==> src/vrp_pkg.sv <==
// Shared types and constants for the vertex rotate and project unit.
// Used by the top level and by its square root and divider pipelines.
// No dependencies.
package vrp_pkg;

    // Field and datapath widths
    localparam int COORD_W  = 16;
    localparam int CFG_W    = 16;
    localparam int ROT_W    = 32;
    localparam int SQ_W     = 64;
    localparam int ROOT_W   = SQ_W / 2;
    localparam int QUO_W    = 42;
    localparam int DEN_W    = 32;
    localparam int LIN_W    = 40;
    localparam int PFRAC    = 14;

    // Projection constants
    localparam int CENTRE_X     = 860;
    localparam int CENTRE_Y     = 460;
    localparam int PERSP_SCALE  = 1000;
    localparam int PERSP_DIST   = 600;
    localparam int STEREO_SCALE = 300;
    localparam int ISO_COS      = 14189;
    localparam int ISO_SIN      = 8192;
    localparam int OBL_KX       = 6905;
    localparam int OBL_KY       = 4408;

    // Configuration register indexes
    typedef enum logic [2:0] {
        CFG_COS_X = 3'd0,
        CFG_SIN_X = 3'd1,
        CFG_COS_Y = 3'd2,
        CFG_SIN_Y = 3'd3,
        CFG_COS_Z = 3'd4,
        CFG_SIN_Z = 3'd5,
        CFG_PAN_X = 3'd6,
        CFG_PAN_Y = 3'd7
    } vrp_cfg_idx_t;

    // Projection modes
    typedef enum logic [1:0] {
        MODE_PERSP   = 2'd0,
        MODE_ISO     = 2'd1,
        MODE_OBLIQUE = 2'd2,
        MODE_STEREO  = 2'd3
    } vrp_mode_t;

    typedef struct packed {
        logic signed [COORD_W-1:0] coord_x;
        logic signed [COORD_W-1:0] coord_y;
        logic signed [COORD_W-1:0] coord_z;
        logic [1:0]                mode;
    } vrp_in_t;

    typedef struct packed {
        logic signed [COORD_W-1:0] screen_x;
        logic signed [COORD_W-1:0] screen_y;
        logic                      div_error;
    } vrp_out_t;

    // Pipeline control handed to the sub-pipelines
    typedef struct packed {
        logic advance;
        logic valid;
    } vrp_ctl_t;

    // Rotated point carried through the square root pipeline
    typedef struct packed {
        logic signed [ROT_W-1:0] x;
        logic signed [ROT_W-1:0] y;
        logic signed [ROT_W-1:0] z;
        vrp_mode_t               mode;
    } vrp_rot_t;

    // Projection state carried through the divider pipeline
    typedef struct packed {
        logic                    err;
        vrp_mode_t               mode;
        logic                    neg_x;
        logic                    neg_y;
        logic signed [LIN_W-1:0] lin_x;
        logic signed [LIN_W-1:0] lin_y;
    } vrp_div_side_t;

endpackage

==> src/vrp_isqrt_pipe.sv <==
// Pipelined integer square root, one result bit per stage.
// Depends on vrp_pkg.
module vrp_isqrt_pipe
    import vrp_pkg::*;
#(
    parameter int SIDE_W = 8
)
(
    input  logic              clk,
    input  logic              rst_n,
    input  vrp_ctl_t          ctl,
    input  logic [SQ_W-1:0]   radicand,
    input  logic [SIDE_W-1:0] in_side,
    output logic              out_valid,
    output logic [ROOT_W-1:0] root,
    output logic [SIDE_W-1:0] out_side
);

    localparam int STAGES = ROOT_W;
    localparam int REM_W  = ROOT_W + 2;

    logic [SQ_W-1:0]   rad_s  [0:STAGES];
    logic [REM_W-1:0]  rem_s  [0:STAGES];
    logic [ROOT_W-1:0] root_s [0:STAGES];
    logic [SIDE_W-1:0] side_s [0:STAGES];
    logic              vld_s  [0:STAGES];

    assign rad_s[0]  = radicand;
    assign rem_s[0]  = '0;
    assign root_s[0] = '0;
    assign side_s[0] = in_side;
    assign vld_s[0]  = ctl.valid;

    genvar k;
    generate
        for (k = 0; k < STAGES; k++)
        begin : g_stage
            logic [REM_W+1:0]  trial;
            logic [REM_W+1:0]  test;
            logic              ge;
            logic [SQ_W-1:0]   rad_reg;
            logic [REM_W-1:0]  rem_reg;
            logic [ROOT_W-1:0] root_reg;
            logic [SIDE_W-1:0] side_reg;
            logic              vld_reg;

            // Bring down the next two radicand bits and try root*4+1.
            always_comb
            begin
                trial = {rem_s[k], rad_s[k][SQ_W-1 -: 2]};
                test  = {2'b00, root_s[k], 2'b01};
                ge    = (trial >= test);
            end

            always_ff @(posedge clk or negedge rst_n)
            begin
                if (!rst_n)
                begin
                    vld_reg <= 1'b0;
                end
                else if (ctl.advance)
                begin
                    vld_reg <= vld_s[k];
                end
            end

            always_ff @(posedge clk)
            begin
                if (ctl.advance)
                begin
                    rad_reg  <= rad_s[k] << 2;
                    rem_reg  <= ge ? REM_W'(trial - test) : REM_W'(trial);
                    root_reg <= {root_s[k][ROOT_W-2:0], ge};
                    side_reg <= side_s[k];
                end
            end

            assign rad_s[k+1]  = rad_reg;
            assign rem_s[k+1]  = rem_reg;
            assign root_s[k+1] = root_reg;
            assign side_s[k+1] = side_reg;
            assign vld_s[k+1]  = vld_reg;
        end
    endgenerate

    assign out_valid = vld_s[STAGES];
    assign root      = root_s[STAGES];
    assign out_side  = side_s[STAGES];

endmodule

==> config.mk <==
export PLATFORM = sky130hd
export DESIGN_NAME = vrp_isqrt_pipe
export DESIGN_NICKNAME = d
export VERILOG_FILES = /design/src/vrp_pkg.sv /design/src/vrp_isqrt_pipe.sv
export SDC_FILE = /design/constraint.sdc
export NUM_CORES = 2
export LEC_CHECK = 0
export BUFFER_PORTS_ARGS = -buffer_cell sky130_fd_sc_hd__buf_4
export CAP_MARGIN = 20
export CORE_MARGIN = 1.5
export CORE_UTILIZATION = 54
export CTS_CLUSTER_DIAMETER = 120
export CTS_CLUSTER_SIZE = 20
export DETAILED_ROUTE_END_ITERATION = 10
export GPL_TIMING_DRIVEN = 0
export PLACE_DENSITY = 0.7
export SLEW_MARGIN = 20
export SYNTH_ARGS = -nofsm -noshare
export SYNTH_HDL_FRONTEND = slang
export SYNTH_SLANG_ARGS = --single-unit
==> constraint.sdc <==
create_clock -name clk -period 4.75 [get_ports clk]
set_clock_uncertainty 0.05 [all_clocks]
set_input_delay 0.475 -clock clk [delete_from_list [all_inputs] [get_ports clk]]
set_output_delay 0.475 -clock clk [all_outputs]
set_load 0.005 [all_outputs]
==> key figures <==
Routing
  • Routed wire per std cell: 19.2 µm
  • Drt drc: 0
  • Remaining antenna violation count after routing: 0
  • DR vias/cell: 5.64
  • DRT Pass-1 Iters: 8
  • Total Wirelength: 250000 µm
  • Drt initial violations: 6117
  • Via count: 73300

Global route
  • Vias in the first global route: 71400
  • Grt total ovfl: 0
  • Largest net degree at the start of global routing: 172
  • Overall routing resource usage: 0.209
  • Initial antenna violation count: 4
  • First-pass GRT wire length: 393000 µm

Layout
  • Share of cells above drive strength 1: 0.0520
  • Area growth, synth to finish: 8.35%
  • Layout Nets: 10500
  • Max reg flops: 1003
  • Final Util: 0.589

Placed design
  • Final GP Congestion: 0.902
  • Number of port buffers: 116
  • Hpwl dp: 184000 µm

Synth
  • Post-Synthesis Cell Area: 127000 µm²
  • Synth Warn #: 0
  • Sequential share of the synthesized area: 0.665
  • Number of synthesized flops with an enable pin: 2779
  • Most common cell in the netlist: edfxtp_1
  • Syn Area/Cell: 13.4 µm²
  • Primary FF master, synth: edfxtp_1
  • Post-Syn Instances: 9463
  • Share of the synthesized area in the top cell type: 0.659
  • Synth top area cells: edfxtp_1, ha_1, xnor2_1, xor2_1, o21ai_0
  • Synth area leader: edfxtp_1
  • Post-Syn Nets: 10100
  • Seq cells post-synth: 2811
  • Asr flop ratio synth: 0.0114
  • Most instantiated cells after synthesis: edfxtp_1, inv_1, nand2_1
  • Netlist cell types: 97

Pwr
  • Power Density: 435 nW/µm²
  • VDD IR-drop max: 0.372 mV
  • Tot Pwr: 59700 µW
  • Seq pwr share: 0.554
  • Switch share: 0.285
  • Cell-internal power: 42700 µW
  • Clock share of power: 0.230
  • P_leak: 0.0513 µW
  • Gate power share: 0.217
  • Sw Pwr: 17000 µW

Clock tree
  • # clock sinks: 2811
  • Clock buffer depth: 3
  • H-tree Lvls: 4
  • CTS Buf Count: 158
  • CTS tree: yes
  • Root Buffer: clkbuf_16
  • Clock Latency Late Sink: 840 ps
  • Reg clk slew, reported paths: 90 ps

Timing
  • Final hold vios: 0
  • Final hold slack: 296 ps
  • Final setup violating endpoints: 0
  • Slew Viols, Final: 0
  • Fmax: 220 MHz
  • Setup TNS: 0 ps
  • Relative slew slack: 0.316
  • Tcrit/Tclk final: 0.958
  • Final min period: 4550 ps
  • RSZ-0062 raised after global routing: no
  • Slew @ Worst Pin: 1010 ps

Floorplanning
  • Die footprint: 238000 µm²
  • Initial Utilization: 0.544
  • Num rows: 177
  • Die Width: 487 µm
  • I/O pin total: 117
  • Chip Height: 487 µm
  • Core ar.: 233000 µm²

Critical path
  • Critical Path AT: 5070 ps
  • Crit path from: g_stage[28].root_reg[0]
  • Startpoint types: register
  • Setup crit end kind: register
  • Worst Path Max Fanout: 10
  • Critical Path RT: 5270 ps
  • Reg-to-reg startpoint: g_stage[28].root_reg[0]
  • Critical path type: reg -> reg

Run
  • Max-cap violations: 0

Outcome
  • Status: finished clean

Worst hold path
  • Hold Crit Start: in_side[1]
  • Hold crit path type: in -> reg
-- layer usage --
layer  wire, µm  up-vias  GRT usage  part of all wire
li1           -    35700          -                 -
met1     108000    35600      0.278              0.43
met2     124000     1673      0.361              0.50
met3      10200      398     0.0253             0.041
met4       6980        0     0.0621             0.028
met5          0        -          0                 0
-- through the flow --
stage,cell area [µm²],worst slack (ps),std cells
after global placement,131000,-20800,12700
after floorplan,127000,1380,9463
after CTS,137000,91.9,13000
final,137000,200,13000
after global routing,137000,10.5,13000
after detailed placement,132000,-149,12700
-- critical path, cell delays in order (launching register included) --
cell,delay [ps]
edfxtp_1,470
inv_1,80
ha_1,340
nor2b_1,180
o31a_1,280
o41a_1,470
a21oi_1,550
a21oi_1,140
a211o_1,320
clkbuf_1,400
clkbuf_1,440
o21ai_0,560
-- cells by family after synthesis --
| logic type | after synthesis | synth area share |
|---|---|---|
| adder cells (fa/ha/maj) | 562 | 0.0555 |
| XOR/XNOR | 848 | 0.0586 |
| buffers and inverters | 888 | 0.0266 |
| flip-flops | 2811 | 0.665 |
| other | 1 | 0.0000296 |
| AND/OR/NAND/NOR | 2402 | 0.0940 |
| multiplexers | 124 | 0.0110 |
| AO/OA/AOI/OAI | 1827 | 0.0893 |
-- cell usage in the layout (no fill, tap or decap), types with 19 or more instances in the layout --
cell           Yosys  final
or3_1            105    105
inv_1            706    706
and2_1            23     23
or4_1             63     63
nand4_1           89     89
and4_1            27     27
o211ai_1          39     39
ha_1             562    562
o21ai_0          532    531
nor3_1           228    228
or2_2             44     44
mux2_2           103    103
edfxtp_1        2779   2779
buf_4              3    118
a2111oi_0         20     19
o31ai_1           44     44
o21bai_1          50     50
dfrtp_1           32     32
nand2b_1         112    112
a21o_1           213    213
a21oi_1          518    518
nor4_1           114    113
clkbuf_16          0    162
dlygate4sd3_1      0     77
clkbuf_1         157    168
nand3_1          161    161
nor2_1           541    541
o21a_1           103    103
a211oi_1          51     51
nor2b_1           77     77
nand3b_1          27     27
and3_1            55     55
buf_16             0     21
xor2_1           415    415
nand2_1          669    669
xnor2_1          433    433
a31oi_1           63     63
-- power by group through the flow --
| stage | Combinational [µW] | Sequential, µW | Clock [µW] |
|---|---|---|---|
| after CTS | 12900 | 33100 | 14200 |
| after detailed placement | 12800 | 33600 | 0 |
| after global placement | 12500 | 34700 | 0 |
| after floorplan | 9390 | 32700 | 0 |
| after global routing | 14400 | 33400 | 15000 |
| final | 12900 | 33000 | 13700 |
-- final cells by class --
| type | instances | area (µm²) |
|---|---|---|
| antenna | 7 | 17.5 |
| buffer | 181 | 721 |
| clock buffer | 177 | 4090 |
| clock inverter | 13 | 262 |
| fill | 18300 | 95700 |
| inverter | 707 | 2650 |
| multi-input combinational | 5764 | 39100 |
| sequential | 2811 | 84300 |
| tap | 3132 | 3920 |
| timing repair buffer | 215 | 2260 |
-- path summary, 6_finish.rpt --
path                                      endpoint  slack (ps)  cells after the start
min in group asynchronous      g_stage[23].vld_reg         540                      3
max reg2reg                g_stage[29].rem_reg[19]         200                     11
max                        g_stage[29].rem_reg[19]         200                     11
min reg2reg                g_stage[18].rad_reg[61]         360                      0
min                         g_stage[0].side_reg[1]         300                      2
max in group asynchronous       g_stage[7].vld_reg        3780                      4
-- timing repair --
item	4_1_cts	5_1_grt
setup buffers	0	0
pin swaps	0	0
endpoints found under the setup margin	13	58
resized for setup	3	10
gates cloned	0	1
hold endpoints to repair	107	0
hold buffers	78	0
Note: power is estimated with default switching activity, not from simulation.
